[config.mk]
export PLATFORM = sky130hd
export DESIGN_NAME = binary_frame_encoder_sum_checksum_top
export DESIGN_NICKNAME = d
export VERILOG_FILES = /design/src/sv/bfe_pkg.sv /design/src/sv/bfe_front.sv /design/src/sv/bfe_queue.sv /design/src/sv/bfe_back.sv /design/src/sv/binary_frame_encoder_sum_checksum_top.sv
export SDC_FILE = /design/constraint.sdc
export NUM_CORES = 1
export LEC_CHECK = 0
export ABC_AREA = 1
export CAP_MARGIN = 30
export CORE_AREA = 2 2 119 121
export DETAILED_ROUTE_END_ITERATION = 8
export DIE_AREA = 0 0 121 123
export DONT_BUFFER_PORTS = 1
export PLACE_DENSITY = 0.75
export SETUP_SLACK_MARGIN = 0.1
export SYNTH_ARGS = -nofsm -noshare
export SYNTH_HDL_FRONTEND = slang
export SYNTH_SLANG_ARGS = --single-unit
export TNS_END_PERCENT = 1
[constraint.sdc]
create_clock -name clk -period 3.75 [get_ports clk]
set_input_delay 0.1875 -clock clk [delete_from_list [all_inputs] [get_ports clk]]
set_output_delay 0.1875 -clock clk [all_outputs]
set_load 0.05 [all_outputs]
[src/sv/bfe_pkg.sv]
// Shared types and constants for the framed byte-stream encoder.
// No dependencies; every other file of the block imports this package.
`default_nettype none

package bfe_pkg;

    // Width of the frame length counter; the header carries the length zero-extended to 16 bits.
    localparam int LENGTH_BITS = 15;
    localparam int SUM_BITS    = 15;
    localparam int MAXLEN_BITS = 15;

    // Depth of the job queue between front and back.
    localparam int QUEUE_DEPTH = 2;
    localparam int QPTR_BITS   = (QUEUE_DEPTH > 1) ? $clog2(QUEUE_DEPTH) : 1;
    localparam int QCNT_BITS   = $clog2(QUEUE_DEPTH + 1);

    localparam logic [MAXLEN_BITS-1:0] MAXLEN_RESET = MAXLEN_BITS'(992);

    // Framing bytes.
    localparam logic [7:0] SYNC_BYTE0 = 8'hA0;
    localparam logic [7:0] SYNC_BYTE1 = 8'hA2;
    localparam logic [7:0] END_BYTE0  = 8'hB0;
    localparam logic [7:0] END_BYTE1  = 8'hB3;

    // Positions of a byte within the sequence a single job can emit.
    typedef enum logic [3:0] {
        POS_SYNC0   = 4'd0,
        POS_SYNC1   = 4'd1,
        POS_LEN_HI  = 4'd2,
        POS_LEN_LO  = 4'd3,
        POS_PAYLOAD = 4'd4,
        POS_SUM_HI  = 4'd5,
        POS_SUM_LO  = 4'd6,
        POS_END0    = 4'd7,
        POS_END1    = 4'd8
    } pos_t;

    // One classified input item, as handed from front to back.
    typedef struct packed {
        logic                   reject;
        logic                   header;
        logic                   trailer;
        logic [7:0]             data;
        logic [LENGTH_BITS-1:0] length;
        logic [SUM_BITS-1:0]    sum;
    } job_t;

endpackage

`default_nettype wire

[src/sv/bfe_front.sv]
// Front end of the framed encoder: accepts payload bytes, tracks frame state
// and turns each byte into a job. Depends on bfe_pkg.
`default_nettype none

module bfe_front (
    input  wire logic                          clk,
    input  wire logic                          rst_n,
    input  wire logic                          cfg_we,
    input  wire logic [14:0]                   cfg_data,
    input  wire logic                          in_accept,
    input  wire logic [7:0]                    payload_byte,
    input  wire logic [14:0]                   frame_length,
    output bfe_pkg::job_t                      job,
    output logic                               job_valid
);
    import bfe_pkg::*;

    logic [MAXLEN_BITS-1:0] max_len_reg;
    logic                   in_frame_reg, in_frame_next;
    logic                   dropping_reg, dropping_next;
    logic [LENGTH_BITS-1:0] bytes_left_reg, bytes_left_next;
    logic [SUM_BITS-1:0]    sum_reg, sum_next;
    logic [LENGTH_BITS-1:0] len;
    logic                   bad_len;

    assign len     = LENGTH_BITS'(frame_length);
    assign bad_len = (len == '0) || (17'(len) > 17'(max_len_reg));

    always_comb
    begin
        in_frame_next   = in_frame_reg;
        dropping_next   = dropping_reg;
        bytes_left_next = bytes_left_reg;
        sum_next        = sum_reg;
        job             = '0;
        job.data        = payload_byte;
        job.length      = len;
        job_valid       = in_accept && !dropping_reg;

        if (dropping_reg)
        begin
            bytes_left_next = bytes_left_reg - 1'b1;
            dropping_next   = (bytes_left_next != '0);
        end
        else if (!in_frame_reg)
        begin
            if (bad_len)
            begin
                job.reject      = 1'b1;
                bytes_left_next = (len == '0) ? '0 : len - 1'b1;
                dropping_next   = (bytes_left_next != '0);
            end
            else
            begin
                job.header      = 1'b1;
                sum_next        = SUM_BITS'(payload_byte);
                bytes_left_next = len - 1'b1;
                job.trailer     = (bytes_left_next == '0);
                in_frame_next   = !job.trailer;
            end
        end
        else
        begin
            sum_next        = sum_reg + SUM_BITS'(payload_byte);
            bytes_left_next = bytes_left_reg - 1'b1;
            job.trailer     = (bytes_left_next == '0);
            in_frame_next   = !job.trailer;
        end
        job.sum = sum_next;
    end

    always_ff @(posedge clk or negedge rst_n)
    begin
        if (!rst_n)
        begin
            max_len_reg    <= MAXLEN_RESET;
            in_frame_reg   <= 1'b0;
            dropping_reg   <= 1'b0;
            bytes_left_reg <= '0;
            sum_reg        <= '0;
        end
        else
        begin
            if (cfg_we)
            begin
                max_len_reg <= cfg_data;
            end
            if (in_accept)
            begin
                in_frame_reg   <= in_frame_next;
                dropping_reg   <= dropping_next;
                bytes_left_reg <= bytes_left_next;
                sum_reg        <= sum_next;
            end
        end
    end

endmodule

`default_nettype wire

[src/sv/bfe_queue.sv]
// Short job queue that decouples the encoder front from its back end.
// Depends on bfe_pkg.
`default_nettype none

module bfe_queue (
    input  wire logic          clk,
    input  wire logic          rst_n,
    input  wire logic          wr_en,
    input  wire bfe_pkg::job_t wr_job,
    output logic               full,
    input  wire logic          rd_en,
    output bfe_pkg::job_t      rd_job,
    output logic               empty
);
    import bfe_pkg::*;

    job_t                 entry_reg [QUEUE_DEPTH];
    logic [QPTR_BITS-1:0] wr_ptr_reg, rd_ptr_reg;
    logic [QCNT_BITS-1:0] count_reg;
    logic                 do_wr, do_rd;

    assign full   = (count_reg == QCNT_BITS'(QUEUE_DEPTH));
    assign empty  = (count_reg == '0);
    assign do_wr  = wr_en && !full;
    assign do_rd  = rd_en && !empty;
    assign rd_job = entry_reg[rd_ptr_reg];

    function automatic logic [QPTR_BITS-1:0] bump(input logic [QPTR_BITS-1:0] p);
        return (p == QPTR_BITS'(QUEUE_DEPTH - 1)) ? '0 : p + 1'b1;
    endfunction

    always_ff @(posedge clk)
    begin
        if (do_wr)
        begin
            entry_reg[wr_ptr_reg] <= wr_job;
        end
    end

    always_ff @(posedge clk or negedge rst_n)
    begin
        if (!rst_n)
        begin
            wr_ptr_reg <= '0;
            rd_ptr_reg <= '0;
            count_reg  <= '0;
        end
        else
        begin
            if (do_wr)
            begin
                wr_ptr_reg <= bump(wr_ptr_reg);
            end
            if (do_rd)
            begin
                rd_ptr_reg <= bump(rd_ptr_reg);
            end
            if (do_wr && !do_rd)
            begin
                count_reg <= count_reg + 1'b1;
            end
            else if (do_rd && !do_wr)
            begin
                count_reg <= count_reg - 1'b1;
            end
        end
    end

endmodule

`default_nettype wire

[src/sv/bfe_back.sv]
// Back end of the framed encoder: expands each queued job into header,
// payload and trailer bytes, one per transfer. Depends on bfe_pkg.
`default_nettype none

module bfe_back (
    input  wire logic          clk,
    input  wire logic          rst_n,
    input  wire bfe_pkg::job_t job,
    input  wire logic          job_empty,
    output logic               job_pop,
    input  wire logic          pop,
    output logic [7:0]         out_byte,
    output logic               last_of_run,
    output logic               end_of_frame,
    output logic               rejected
);
    import bfe_pkg::*;

    logic [3:0]  step_reg, step_next;
    pos_t        pos;
    pos_t        last_pos;
    logic        xfer;
    logic [15:0] len16;
    logic [15:0] sum16;

    assign len16    = 16'(job.length);
    assign sum16    = 16'(job.sum);
    assign pos      = pos_t'(step_reg + (job.header ? 4'(POS_SYNC0) : 4'(POS_PAYLOAD)));
    assign last_pos = job.trailer ? POS_END1 : POS_PAYLOAD;
    assign xfer     = pop && !job_empty;

    assign last_of_run  = job.reject || (pos == last_pos);
    assign end_of_frame = !job.reject && (pos == POS_END1);
    assign rejected     = job.reject;
    assign job_pop      = xfer && last_of_run;

    always_comb
    begin
        if (job.reject)
        begin
            out_byte = 8'h00;
        end
        else
        begin
            unique case (pos)
                POS_SYNC0:   out_byte = SYNC_BYTE0;
                POS_SYNC1:   out_byte = SYNC_BYTE1;
                POS_LEN_HI:  out_byte = len16[15:8];
                POS_LEN_LO:  out_byte = len16[7:0];
                POS_PAYLOAD: out_byte = job.data;
                POS_SUM_HI:  out_byte = sum16[15:8];
                POS_SUM_LO:  out_byte = sum16[7:0];
                POS_END0:    out_byte = END_BYTE0;
                POS_END1:    out_byte = END_BYTE1;
                default:     out_byte = 8'h00;
            endcase
        end
    end

    always_comb
    begin
        step_next = step_reg;
        if (xfer)
        begin
            step_next = last_of_run ? 4'd0 : step_reg + 4'd1;
        end
    end

    always_ff @(posedge clk or negedge rst_n)
    begin
        if (!rst_n)
        begin
            step_reg <= 4'd0;
        end
        else
        begin
            step_reg <= step_next;
        end
    end

endmodule

`default_nettype wire

[src/sv/binary_frame_encoder_sum_checksum_top.sv]
// Top level of the framed byte-stream encoder with 15-bit sum checksum.
// Instantiates bfe_front, bfe_queue and bfe_back; depends on bfe_pkg.
//
// Payload bytes go in through a queue-style port (push/full), one per
// transfer; frame_length is sampled on the first byte of each frame. The
// block emits A0 A2, the 16-bit big-endian length, the payload bytes, the
// big-endian 15-bit sum of the payload bytes, then B0 B3, one byte per
// transfer on the result side (empty/pop). A frame whose length is zero or
// above max_payload_len gives a single result with rejected set and byte 0,
// and its remaining bytes are consumed without output. last_of_run marks
// the final byte caused by each input byte; end_of_frame marks the B3 byte.
// Rate: the input takes one byte per cycle while full is low; the output
// moves one byte per cycle while pop is high and empty low. A middle byte
// gives one result byte, the first byte of a frame five (four header bytes
// plus itself), the last byte five (itself plus four trailer bytes) and a
// one-byte frame nine. Dropped bytes of a rejected frame give none. The
// output side sets the sustained rate; a two-entry job queue between the
// classifying front and the expanding back absorbs short stalls on either
// side. max_payload_len is written through cfg_valid/cfg_data (always
// ready) and resets to 992; write it only while the block is idle.
`default_nettype none

module binary_frame_encoder_sum_checksum_top (
    input  wire logic        clk,
    input  wire logic        rst_n,
    // input queue
    input  wire logic        push,
    output logic             full,
    input  wire logic [7:0]  payload_byte,
    input  wire logic [14:0] frame_length,
    // result queue
    output logic             empty,
    input  wire logic        pop,
    output logic [7:0]       out_byte,
    output logic             last_of_run,
    output logic             end_of_frame,
    output logic             rejected,
    // configuration write
    input  wire logic        cfg_valid,
    output logic             cfg_ready,
    input  wire logic [14:0] cfg_data
);
    import bfe_pkg::*;

    job_t front_job;
    job_t head_job;
    logic front_job_valid;
    logic in_accept;
    logic queue_empty;
    logic job_pop;

    // Configuration writes never stall.
    assign cfg_ready = 1'b1;

    // Accept a byte whenever the job queue has room; dropped bytes are
    // accepted too but never enter the queue.
    assign in_accept = push && !full;
    assign empty     = queue_empty;

    bfe_front u_front (
        .clk          (clk),
        .rst_n        (rst_n),
        .cfg_we       (cfg_valid && cfg_ready),
        .cfg_data     (cfg_data),
        .in_accept    (in_accept),
        .payload_byte (payload_byte),
        .frame_length (frame_length),
        .job          (front_job),
        .job_valid    (front_job_valid)
    );

    bfe_queue u_queue (
        .clk    (clk),
        .rst_n  (rst_n),
        .wr_en  (front_job_valid),
        .wr_job (front_job),
        .full   (full),
        .rd_en  (job_pop),
        .rd_job (head_job),
        .empty  (queue_empty)
    );

    // Expand the head job; retire it on the transfer of its last byte.
    bfe_back u_back (
        .clk          (clk),
        .rst_n        (rst_n),
        .job          (head_job),
        .job_empty    (queue_empty),
        .job_pop      (job_pop),
        .pop          (pop),
        .out_byte     (out_byte),
        .last_of_run  (last_of_run),
        .end_of_frame (end_of_frame),
        .rejected     (rejected)
    );

endmodule

`default_nettype wire

======== After elaboration in Yosys (flattened, before gate mapping) ========
Memory sizes are Yosys's and may differ from the RTL's.
Index checks and enable logic that the tools add are counted.
storage, ports and cells
  flip-flop bits (word level) ............. 55
  bits in latches ......................... 0
  memory bits (writable) .................. 82
  ROM bits ................................ 0
  bits of input ports ..................... 43
  output and inout port bits .............. 14
  logic and storage cells ................. 87
  memories ................................ 1
cells by class
  add/subtract/negate cells ............... 9
  multipliers ............................. 0
  div/mod/pow operators ................... 0
  magnitude comparators ................... 1
  equality and inequality tests ........... 10
  shift-type cells ........................ 0
  mux-type cells .......................... 28
  bitwise logic cells ..................... 1
  reduce and logical (&&, ||, !) cells .... 28
memories
  name               words  bits a word  rd ports  clocked after Yosys merged registers in  wr ports  RTL line         RTL
  u_queue.entry_reg  2      41           1         0                                        1         bfe_queue.sv:17  job_t entry_reg [QUEUE_DEPTH];
operators with widths
  kind                                                                  count
  15-bit 2-to-1 mux                                                     7
  8-bit one-hot mux with 9 select lines                                 1
  15-bit zero test                                                      3
  15-bit nonzero test                                                   2
  15-bit by 1-bit subtractor with 15-bit output, second input constant  2
  4-bit by 3-bit == test with 1-bit output, second input constant       4
  15-bit by 8-bit adder with 15-bit output                              1
  15-bit greater-than comparator                                        1
  1-bit 2-to-1 mux                                                      11
  1-bit logical AND                                                     9
  4-bit by 2-bit == test with 1-bit output, second input constant       2
  1-bit zero test                                                       8
  2-bit 2-to-1 mux                                                      4
  4-bit 2-to-1 mux                                                      2
  8-bit 2-to-1 mux                                                      1
  3-bit 2-to-1 mux                                                      2
  4-bit by 1-bit adder with 4-bit output, second input constant         1
  4-bit adder                                                           1
  4-bit by 1-bit == test with 1-bit output, second input constant       1
  4-bit == test                                                         1
  4-bit == test, second input constant                                  1
  4-bit zero test                                                       1
  1-bit adder, second input constant                                    2
  2-bit by 1-bit adder with 2-bit output, second input constant         1
  7 further kinds                                                       8

======== Depth between registers and ports, before layout ========
Gate-level depths: netlist (run 1).
An unclocked memory read counts as a cell.
  word-level depth ........................ 10
  depth in mapped cells ................... 17
  gate-level depth less buffers ........... 17

======== Hierarchy ========
From an unflattened synthesis (run 1), not the netlist that was laid out.
unflattened totals
  cell total of the unflattened synthesis .. 1067
  area, all modules ....................... 8585.7 sq um
modules (own cells, without submodules)
  module                                 instances  cells an instance  area each (sq um)  seq. area each (sq um)
  bfe_front                              1          679                4474.3             1182.4
  bfe_queue                              1          246                3228.1             2562.5
  bfe_back                               1          138                862.1              100.1
  binary_frame_encoder_sum_checksum_top  1          4                  21.3               0.0

======== Worst setup path after synthesis (run 1) ========
OpenSTA, ideal clock, no wires.
  path type ............................... reg-to-reg
  from .................................... reg u_queue.count_reg[0]
  to ...................................... mem u_queue.entry_reg[0][0] (netlist name) (enable)
  library setup time ...................... 0.440 ns
  arrival ................................. 2.740 ns
  required time ........................... 3.310 ns
  path slack .............................. 0.570 ns
  cell stages (with the launch flop) ...... 7
  path buffers ............................ 2
  period minus slack after synthesis ...... 3.180 ns
  path through ............................ dfrtp_1 clkbuf_1 o21ai_2 nor2_1 buf_2 inv_1 nor2_1
on the way
  cells in the longest elaborated chain, start to end .. 7
ends and longest elaborated chain
  item                                      RTL line                                                      RTL
  from (decl)                               bfe_queue.sv:19                                               logic [QCNT_BITS-1:0] count_reg;
  from (signal assigned)                    bfe_queue.sv:60                                               count_reg <= count_reg + 1'b1;
  from (signal assigned)                    bfe_queue.sv:64                                               count_reg <= count_reg - 1'b1;
  2-bit == test *                           bfe_queue.sv:22                                               assign full = (count_reg == QCNT_BITS'(QUEUE_DEPTH));
  1-bit zero test *                         bfe_queue.sv:24, binary_frame_encoder_sum_checksum_top.sv:57
  1-bit logical AND                         binary_frame_encoder_sum_checksum_top.sv:57                   assign in_accept = push && !full;
  1-bit logical AND                         bfe_front.sv:38                                               job_valid = in_accept && !dropping_reg;
  1-bit logical AND *                       bfe_queue.sv:24                                               assign do_wr = wr_en && !full;
  via u_queue.do_wr                         bfe_queue.sv:20                                               logic do_wr, do_rd;
  1-bit 2-to-1 mux *                        bfe_queue.sv:34                                               if (do_wr)
  1-bit 2-to-1 mux (not written as such) *  bfe_queue.sv:36                                               entry_reg[wr_ptr_reg] <= wr_job;
  to (decl)                                 bfe_queue.sv:17
The timed path passes the listed nets; every way through them passes the cells marked *.

======== Final worst setup path (run 1) ========
  from .................................... reg u_queue.rd_ptr_reg
  to ...................................... out out_byte[6]
on the way
  elaborated cells on any way between the ends .. 14
  classes of those cells .................. 1 x add/sub; 8 x eq/ne; 3 x mux; 1 x reduce/logical; 1 x memory
RTL lines
  item                    RTL line                                     RTL
  from (decl)             bfe_queue.sv:18                              logic [QPTR_BITS-1:0] wr_ptr_reg, rd_ptr_reg;
  from (signal assigned)  bfe_queue.sv:56                              rd_ptr_reg <= bump(rd_ptr_reg);
  memory read 2 x 41 bit  --
  via rejected            binary_frame_encoder_sum_checksum_top.sv:37  output logic rejected,
  8-bit 2-to-1 mux        bfe_back.sv:39                               if (job.reject)
  to (decl)               binary_frame_encoder_sum_checksum_top.sv:34  output logic [7:0] out_byte,
The timed path passes the listed nets, and every way through them passes these cells.

==> summary.txt, run 1 <==
Worst hold path
  – Hold depth: 3
  – Worst hold-check path type: in2reg
  – Min-delay src: frame_length[12]
  – WHS Endpoint: u_front.bytes_left_reg[12]$_DFFE_PN0P_

STA
  – Final setup TNS: 0 ns
  – Skew final: 0.01075 ns
  – Worst-margin pin slew: 0.8744 ns
  – RSZ-0062 raised after global routing: no
  – Max Fclk: 355.6 MHz
  – Fin. max-slew vios: 0
  – Min Tclk post-route: 2.812 ns
  – Max-slew headroom: 41.49%
  – Final cycle utilization of the critical path: 74.98%
  – Setup-failing EPs final: 0
  – Fin. Hold Viols: 0

Place
  – Post-Place Cells: 1,144
  – RePlAce Congestion: 0.8636
  – HPWL Detailed: 13,290 µm
  – Port Buffers: 0
  – Cell Area, Placed: 8287 µm²

CTS
  – H-tree depth: 4
  – # clock sinks: 137
  – CTS resizes: 0
  – Worst-Skew Late Latency: 0.43 ns
  – CTS tree: done
  – Clk buf depth: 2
  – Reg clk slew, reported paths: 0.06 ns
  – Clock tree root driver cell: clkbuf_16
  – Num CTS Buffers: 17

Detailed routing
  – Initial DRC Count: 675
  – Detailed-route via count: 6,738
  – DR DRC count: 0
  – Post-route ant nets: 0
  – First-pass DRT Iterations: 5
  – WL/cell: 15.98 µm
  – Routed WL: 19,450 µm
  – Vias/cell: 5.537

Synthesis
  – Top post-synthesis cells by area: edfxtp_1, dfrtp_1, nand2_1
  – Top FF cell, synth: edfxtp_1
  – Mean Syn Cell Area: 8.241 µm²
  – Number of synthesized register bits: 137
  – Area share of fa/ha/maj cells after synthesis: 5.549%
  – Register area share after synthesis: 47.90%
  – Main combinational cell family by area after synthesis: simple AND/OR/NAND/NOR gates
  – Post-synth top area share: 30.68%
  – Synth Area in XOR/XNOR: 2.494%
  – Post-synth top area cell: edfxtp_1
  – Yosys warns: 0
  – Syn_nets: 1,052
  – EDFF count, synth: 82
  – Post-synthesis compound-gate area fraction: 9.836%
  – Simple-gate share of the synthesized area: 26.10%
  – Share of synthesized registers carrying an async set or reset: 40.15%
  – Post-synthesis mux area share: 0.4053%
  – Cell area after synthesis: 8026 µm²
  – Yosys cell types: 48
  – Post-Syn Instances: 974

Final layout
  – Ratio of cells with drive above 1 in the final layout: 10.22%
  – Fill count: 1,047
  – Final cell count without fillers: 1,217
  – Cell area after layout: 9383 µm²
  – Final nets: 1,102
  – Largest register FFs: 82
  – # diodes: 0
  – Layout area overhead: 16.90%
  – Utilization after layout: 68.93%

Floorplan
  – Initial Util: 58.97%
  – Core Rows: 43
  – Core area: 13,610 µm²
  – # IOs: 57
  – Die Wd: 121 µm
  – DIE AREA: 14,880 µm²
  – Die height: 123 µm

Global route
  – Global route overflow: 0
  – Vias in the first global route: 6,456
  – GR Util All Layers: 27.98%
  – Global-route wire length before repair: 31,830 µm
  – Initial antenna violation count: 0
  – Largest net degree at the start of global routing: 56

Worst setup path
  – FF-to-FF path depth: 13
  – CP max FO: 39
  – Crit Path Category: reg2out
  – Reg-to-reg setup timing slack: 1.11 ns
  – Worst EP required: 3.56 ns
  – R2r endpoint: u_queue.count_reg[1]$_DFFE_PN0P_
  – Startpoint types: flip-flop
  – Crit path arrival time: 2.62 ns
  – Worst r2r src: u_queue.rd_ptr_reg$_DFFE_PN0P_
  – Worst setup EP type: output pin

Run
  – MaxCap Viol Count: 0

Pwr
  – P_leak: 4.201 nW
  – PwrDens: 762.1 nW/µm²
  – Peak supply drop: 0.4899 mV

Status
  – Status: finished, final reports clean
layout by cell type, fill, tap and decap left out, types with 3 or more instances in the layout:
cell	instances
dfrtp_1	50
nand4_1	11
dfstp_2	5
and2_1	6
nand3b_1	5
nand3_1	57
clkbuf_16	17
nor2_4	6
o21ai_1	3
inv_1	123
xnor2_1	4
inv_6	6
o22ai_1	13
buf_4	17
a21oi_1	55
nand2_2	6
a41oi_1	3
nor2_2	11
bufinv_16	5
nor2_1	77
dlygate4sd3_1	40
nor3_1	13
inv_2	3
nand2_1	265
or2_2	11
ha_1	34
a31oi_1	3
o21ai_0	55
xor2_1	17
edfxtp_1	82
o211ai_1	3
synthesized netlist by cell type (13+ instances only):
| cell type | count |
|---|---|
| o22ai_1 | 13 |
| o21ai_0 | 55 |
| dfrtp_1 | 50 |
| nand2_1 | 265 |
| clkbuf_1 | 14 |
| nor3_1 | 13 |
| xor2_1 | 17 |
| inv_1 | 123 |
| ha_1 | 34 |
| edfxtp_1 | 82 |
| nor2_1 | 79 |
| a21oi_1 | 55 |
| nand3_1 | 57 |
routing by layer:
metal | vias up | routed length [µm] | GRT usage, %
met5 | - | 0 | 0
met2 | 263 | 9035 | 44.66
met3 | 53 | 1299 | 6.873
li1 | 3296 | - | -
met4 | 0 | 586 | 11.19
met1 | 3126 | 8527 | 36.93
metrics by stage:
step                      setup slack, ns  total power, mW  hold slack, ns
after floorplan                    0.5699            4.468         -0.1081
after global placement              1.158            5.096         -0.1061
after detailed placement            1.096            5.175         -0.1061
after CTS                          0.9301            7.144         0.03439
after global routing               0.7663            7.639         0.09731
final                              0.9382            7.150         0.06861
worst max path at each step:
stage	from	to	slack (ns)	cells past startpoint
2_1_floorplan	u_queue.count_reg[0]$_DFFE_PN0P_	u_queue.entry_reg[0][0]$_DFFE_PP_	0.57	6
3_3_place_gp	u_queue.rd_ptr_reg$_DFFE_PN0P_	u_queue.count_reg[1]$_DFFE_PN0P_	1.16	13
3_5_place_dp	u_queue.rd_ptr_reg$_DFFE_PN0P_	u_queue.count_reg[1]$_DFFE_PN0P_	1.10	13
4_1_cts	u_queue.rd_ptr_reg$_DFFE_PN0P_	out_byte[6]	0.93	7
5_1_grt	u_queue.rd_ptr_reg$_DFFE_PN0P_	out_byte[6]	0.77	7
6_report	u_queue.rd_ptr_reg$_DFFE_PN0P_	out_byte[6]	0.94	7
kinds of logic after synthesis:
| family | count (synthesis) |
|---|---|
| simple gates | 476 |
| buf+inv | 156 |
| compound gates | 144 |
| flops | 137 |
| fa+ha+maj | 35 |
| xor+xnor | 22 |
| mux | 3 |
| other cells | 1 |
layout make-up:
type	instances	area, µm²	share of cell area [%]
inverter	128	480.5	5.121
multi-input combinational	681	3581	38.17
clock buffer	18	439.2	4.681
tap	180	225.2	2.400
timing repair buffer	59	583.1	6.214
sequential	137	3845	40.98
clock inverter	14	229.0	2.440
power by group:
group	switching (mW)	internal, mW
logic	2.05	0.960
registers	0.243	2.00
clock network	0.686	1.21
what timing repair did:
action | 4_1_cts | 5_1_grt
hold buffers | 41 | 0
setup buffers | 0 | 0
endpoints found under the hold margin | 116 | 0
critical path, stage by stage, from the launching register on:
cell and delay (ns):
dfrtp_1 0.36, buf_4 0.38, inv_1 0.27, or2_2 0.35
o21ai_2 0.09, inv_2 0.22, a31oi_1 0.28, buf_4 0.25
Note: power is estimated with default switching activity, not from simulation.
==> inputs of run 2 (changes only) <==
- clock period: 3.75 -> 2.9 ns (I/O delays scaled with it)
==> run 2 against run 1 <==
Compared with the run above:
- critical path depth is 4 higher
- setup slack got worse by 0.75 ns
- hold slack got worse by 0.010 ns
- non-clock buffer count rose by 4
- core utilization down 0.26 points
- global-route usage increased by 0.39 points
- clock skew decreased by 0.00074 ns
- cell count grew 0.33%
- design area is 0.37% lower
- critical endpoint is now out_byte[3]
==> summary.txt, run 2 (same netlist as run 1, synthesis figures left out) <==
Status
  – Status: finished, final reports clean

CTS
  – H-tree depth: 4 (unchanged)
  – Num CTS Buffers: 17 (unchanged)
  – Clock tree root driver cell: clkbuf_16
  – # clock sinks: 137 (unchanged)
  – Worst-Skew Late Latency: 0.42 ns (about the same)
  – Clk buf depth: 2 (unchanged)
  – Reg clk slew, reported paths: 0.06 ns (about the same)
  – CTS tree: done

STA
  – Setup-failing EPs final: 0 (unchanged)
  – Fin. Hold Viols: 0 (unchanged)
  – Min Tclk post-route: 2.711 ns
  – Max Fclk: 368.9 MHz
  – RSZ-0062 raised after global routing: yes
  – Final cycle utilization of the critical path: 93.48%
  – Skew final: 0.01001 ns (-0.0007366 ns)
  – Worst-margin pin slew: 0.9178 ns (+0.04344 ns)
  – Fin. max-slew vios: 0 (unchanged)
  – Max-slew headroom: 38.61% (-2.9 points)

Global route
  – Initial antenna violation count: 0 (unchanged)
  – Vias in the first global route: 6,413 (-0.67%)
  – Global-route wire length before repair: 32,250 µm (+1.3%)
  – GR Util All Layers: 28.37% (+0.39 points)
  – Global route overflow: 0 (unchanged)
  – Largest net degree at the start of global routing: 56 (unchanged)

Final layout
  – Utilization after layout: 68.67% (-0.26 points)
  – Ratio of cells with drive above 1 in the final layout: 10.47% (+0.25 points)
  – Largest register FFs: 82 (unchanged)
  – # diodes: 0 (unchanged)
  – Area of the multi-input gates: 3583 µm² (about the same)
  – Fill count: 1,049 (+0.19%)
  – Layout area overhead: 16.46%
  – Commonest non-fill, non-tap cell in the layout: nand2_1
  – Final nets: 1,106 (+0.36%)
  – Sequential Area: 3845 µm² (unchanged)
  – Cell area after layout: 9348 µm² (-0.37%)
  – Most frequent cells in the layout: nand2_1, inv_1, edfxtp_1
  – Final cell count without fillers: 1,221 (+0.33%)

Worst setup path
  – Crit path launch: u_queue.rd_ptr_reg$_DFFE_PN0P_
  – CP max-delay cell: dfrtp_1
  – Crit path arrival time: 2.57 ns (-0.05 ns)
  – CP max FO: 5 (-87%)
  – CP most frequent cell: inv_1
  – Startpoint types: flip-flop
  – Worst r2r src: u_front.sum_reg[0]$_DFFE_PN0P_
  – Worst setup EP type: output pin
  – Worst EP required: 2.76 ns (-0.80 ns)
  – Cells along the critical path: mux2i_1 -> ha_1 -> inv_1 -> nor2_2 -> inv_2 -> nor2_4 -> inv_1 -> a21oi_1 -> nor3_1 -> a31oi_1 -> buf_4
  – Crit Path Category: reg2out
  – CP peak stage delay: 0.39 ns (about the same)

Place
  – Cell Area, Placed: 8307 µm² (+0.24%)
  – Post-Place Cells: 1,146 (+0.17%)
  – Port Buffers: 0 (unchanged)
  – RePlAce Congestion: 0.9263 (+7.3%)
  – HPWL Detailed: 13,590 µm (+2.3%)

Pwr
  – Peak supply drop: 0.5017 mV (+2.4%)
  – Total power: 9.045 mW (+26%)
  – P_leak: 4.190 nW (-0.26%)
  – PwrDens: 967.6 nW/µm² (+27%)

Floorplan
  – Initial Util: 58.97% (unchanged)
  – DIE AREA: 14,880 µm² (unchanged)
  – Core Rows: 43 (unchanged)
  – # IOs: 57 (unchanged)
  – Die height: 123 µm (unchanged)
  – Core area: 13,610 µm² (unchanged)
  – Die Wd: 121 µm (unchanged)

Detailed routing
  – Initial DRC Count: 857 (+27%)
  – Post-route ant nets: 0 (unchanged)
  – First-pass DRT Iterations: 7 (+2)
  – WL/cell: 16.21 µm (+1.5%)
  – Detailed-route via count: 6,723 (-0.22%)
  – Routed WL: 19,800 µm (+1.8%)
  – DR DRC count: 0 (unchanged)
  – Vias/cell: 5.506 (-0.55%)

Worst hold path
  – Worst hold-check path type: in2reg
  – Min-delay src: frame_length[12]

Run
  – MaxCap Viol Count: 0 (unchanged)
[run 2: routing by layer]
metal | global-route usage, % | routed length (µm)
met5 | 0 | 0
met4 | 10.97 | 484
met3 | 5.950 | 1299
met2 | 45.22 | 9324
met1 | 38.34 | 8690
[run 2: per-stage QoR]
step	hold WS (ns)	setup TNS, ns	setup WS, ns
floorplan	-0.1506	-23.16	-0.2801
global placement	-0.1490	0	0.5828
detailed placement	-0.1486	0	0.5317
CTS	0.03783	0	0.1074
global route	0.05311	0	0.08561
finish	0.05823	0	0.1892
[run 2: what timing repair did]
item | CTS | global route
gates resized for setup | 0 | 2
setup endpoints to repair | 0 | 6
endpoints found under the hold margin | 116 | 0
buffers inserted | 0 | 2
hold buffers | 41 | 0
[run 2: power by group]
part	switching [mW]	total [mW]	internal, mW
Sequential	0.288	2.87	2.59
Clock	0.795	2.17	1.38
Combinational	2.71	4.00	1.28
Total	3.79	9.04	5.25
[run 2: final cells by class]
cell class / instances / share of cell area [%]
Clock inverter: 8 / 0.9905
Multi-Input combinational cell: 681 / 38.33
Inverter: 128 / 5.140
Timing Repair Buffer: 63 / 6.612
Clock buffer: 24 / 5.381
Tap cell: 180 / 2.409
Sequential cell: 137 / 41.13
[run 2: worst paths after layout]
path	endpoint	slack (ns)	cells after the start
max in group asynchronous	u_front.max_len_reg[6]$_DFFE_PN1P_	2.36	2
hold reg to reg	u_front.sum_reg[13]$_DFFE_PN0P_	0.48	2
setup reg to reg	u_queue.entry_reg[1][12]$_DFFE_PP_	0.46	14
min in group asynchronous	u_front.max_len_reg[12]$_DFFE_PN0P_	0.25	2
hold / removal	u_front.bytes_left_reg[12]$_DFFE_PN0P_	0.06	3
setup / recovery	out_byte[3]	0.19	11
[run 2: worst max-delay path: cells and delay by family, from the launching register on]
| kind | cells | cell delay (ns) |
|---|---|---|
| buffers and inverters | 4 | 0.49 |
| and+or+nand+nor | 3 | 0.42 |
| AOI/OAI and AO/OA | 2 | 0.41 |
| DFF | 1 | 0.39 |
| adders and majority gates | 1 | 0.31 |
| muxes | 1 | 0.13 |
==> inputs of run 3 (changes only) <==
- CORE_AREA: 2 2 119 121 -> 2 2 145 147
- DIE_AREA: 0 0 121 123 -> 0 0 147 149
- PLACE_DENSITY: 0.75 -> unset
==> run 3 against run 2 <==
Compared with the run above:
- sequential power hardly changed
- via count is 2.9% lower
- cell count is 7.9% higher
- die area is 47% higher
- global-route usage is 8.4 points lower
- total power is 0.60% higher
- clock power hardly changed
- flip-flop and latch count stayed put
- non-clock buffer count is 2 higher
- register-to-register slack hardly changed
- wire length is 4.8% higher
- critical path type unchanged
==> summary.txt, run 3 (same netlist as run 1, synthesis figures left out) <==
Status
  – Status: finished, final reports clean

Floorplan
  – Die height: 149 µm (+21%)
  – # IOs: 57 (unchanged)
  – Initial Util: 39.04% (-20 points)
  – Core Rows: 53 (+23%)
  – Core area: 20,560 µm² (+51%)
  – DIE AREA: 21,900 µm² (+47%)
  – Die Wd: 147 µm (+21%)

Final layout
  – Ratio of cells with drive above 1 in the final layout: 11.70% (+1.2 points)
  – Commonest non-fill, non-tap cell in the layout: nand2_1
  – Layout area overhead: 18.44%
  – Final cell count without fillers: 1,318 (+7.9%)
  – Largest register FFs: 82 (unchanged)
  – Most frequent cells in the layout: nand2_1, inv_1, edfxtp_1
  – Cell area after layout: 9507 µm² (+1.7%)
  – Final nets: 1,108 (+0.18%)
  – # diodes: 0 (unchanged)

Global route
  – Vias in the first global route: 6,421 (+0.12%)
  – Global-route wire length before repair: 34,130 µm (+5.8%)
  – GR Util All Layers: 20.02% (-8.4 points)
  – Initial antenna violation count: 0 (unchanged)
  – Largest net degree at the start of global routing: 56 (unchanged)
  – Global route overflow: 0 (unchanged)

Detailed routing
  – WL/cell: 15.74 µm (-2.9%)
  – Post-route ant nets: 0 (unchanged)
  – Detailed-route via count: 6,528 (-2.9%)
  – First-pass DRT Iterations: 6 (-1)
  – Vias/cell: 4.953 (-10%)
  – Routed WL: 20,740 µm (+4.8%)
  – Initial DRC Count: 493 (-42%)
  – DR DRC count: 0 (unchanged)

Worst setup path
  – Startpoint types: flip-flop
  – Worst setup EP type: output pin
  – Reg-to-reg setup timing slack: 0.47 ns (about the same)
  – Crit Path Category: reg2out
  – Crit path arrival time: 2.56 ns (about the same)
  – CP max FO: 5 (unchanged)
  – Worst EP required: 2.76 ns (about the same)

STA
  – Max-slew headroom: 40.22% (+1.6 points)
  – Fin. Hold Viols: 0 (unchanged)
  – Setup-failing EPs final: 0 (unchanged)
  – Final cycle utilization of the critical path: 93.33% (-0.14 points)
  – WHS: 0.03411 ns (-0.02412 ns)
  – Fin. max-slew vios: 0 (unchanged)
  – RSZ-0062 raised after global routing: yes
  – Max Fclk: 369.5 MHz (+0.15%)
  – Worst-margin pin slew: 0.8938 ns (-0.02403 ns)
  – Final setup TNS: 0 ns (unchanged)
  – Min Tclk post-route: 2.707 ns (-0.004118 ns)
  – Skew final: 0.009625 ns (-0.0003860 ns)

CTS
  – H-tree depth: 4 (unchanged)
  – Num CTS Buffers: 17 (unchanged)
  – Clk buf depth: 2 (unchanged)
  – # clock sinks: 137 (unchanged)
  – Clock tree root driver cell: clkbuf_16
  – Worst-Skew Late Latency: 0.43 ns (about the same)
  – Reg clk slew, reported paths: 0.06 ns (about the same)
  – CTS tree: done

Pwr
  – PwrDens: 957.1 nW/µm² (-1.1%)
  – P_leak: 4.186 nW (about the same)
  – Peak supply drop: 0.4975 mV (-0.84%)
  – Total power: 9.099 mW (+0.60%)

Place
  – Port Buffers: 0 (unchanged)
  – Post-Place Cells: 1,244 (+8.6%)
  – RePlAce Congestion: 0.8864 (-4.3%)
  – HPWL Detailed: 14,320 µm (+5.4%)
  – Cell Area, Placed: 8423 µm² (+1.4%)

Run
  – MaxCap Viol Count: 0 (unchanged)

Worst hold path
  – Worst hold-check path type: in2reg
==> run 3: cell types whose count changed in the layout (fill, tap and decap cells not counted), moves of 3 or more <==
cell | before | now
a21oi_1 | 55 | 48
a21oi_2 | 2 | 9
clkinv_4 | 0 | 5
buf_4 | 20 | 24
clkinv_2 | 5 | 1
clkbuf_8 | 3 | 0
==> run 3: worst paths after layout <==
check / depth (start not counted) / end / startpoint
setup / recovery: 9 / out_byte[1] / u_queue.rd_ptr_reg$_DFFE_PN0P_
min in group asynchronous: 2 / u_back.step_reg[0]$_DFFE_PN0P_ / rst_n
setup reg to reg: 13 / u_queue.count_reg[1]$_DFFE_PN0P_ / u_queue.rd_ptr_reg$_DFFE_PN0P_
hold / removal: 3 / u_front.bytes_left_reg[6]$_DFFE_PN0P_ / frame_length[6]
hold reg to reg: 2 / u_front.sum_reg[13]$_DFFE_PN0P_ / u_front.sum_reg[13]$_DFFE_PN0P_
max in group asynchronous: 2 / u_front.max_len_reg[9]$_DFFE_PN1P_ / rst_n
==> run 3: worst max-delay path, cell delays in order, from the launching register on <==
cell,delay [ns]
dfrtp_1,0.40
mux2i_1,0.14
ha_2,0.36
inv_1,0.10
nor2_4,0.14
nand2_1,0.18
a21oi_1,0.24
nor3_1,0.08
a41oi_1,0.24
buf_4,0.25
==> run 3: area by class of cell <==
cell class              instances  area, µm²
fillers                      1984      11050
flip-flops and latches        137       3845
multi-input cells             681       3651
repair buffers                 65      608.1
inverters                     128      480.5
clock buffers                  18      429.2
well taps                     275      344.1
clock inverters                14      148.9
==> run 3: timing repair <==
item	4_1_cts	5_1_grt
hold endpoints to repair	117	0
setup endpoints to repair	2	8
hold buffers	41	0
gates resized for setup	0	18
setup buffers	1	0
pin swaps	2	3
==> run 3: metal layers <==
| metal | up-vias | wire (µm) | GRT usage (%) |
|---|---|---|---|
| met1 | 3055 | 9549 | 26.43 |
| li1 | 3308 | - | - |
| met3 | 17 | 922 | 4.128 |
| met4 | 0 | 235 | 5.481 |
| met2 | 148 | 10030 | 33.71 |
| met5 | - | 0 | 0 |
==> run 3: stage by stage <==
stage | worst slack (ns) | util, %
after global placement | 0.5812 | 40.97
after global routing | 0.05217 | 46.24
after detailed placement | 0.5439 | 40.97
after floorplan | -0.2801 | -
final | 0.1933 | 46.24
after CTS | 0.1011 | 45.90
==> run 3: where the power goes <==
| part | switching, mW | leakage (nW) | internal (mW) |
|---|---|---|---|
| sequential | 0.308 | 1.41 | 2.59 |
| combinational | 2.76 | 2.50 | 1.31 |
| clock | 0.872 | 0.276 | 1.27 |
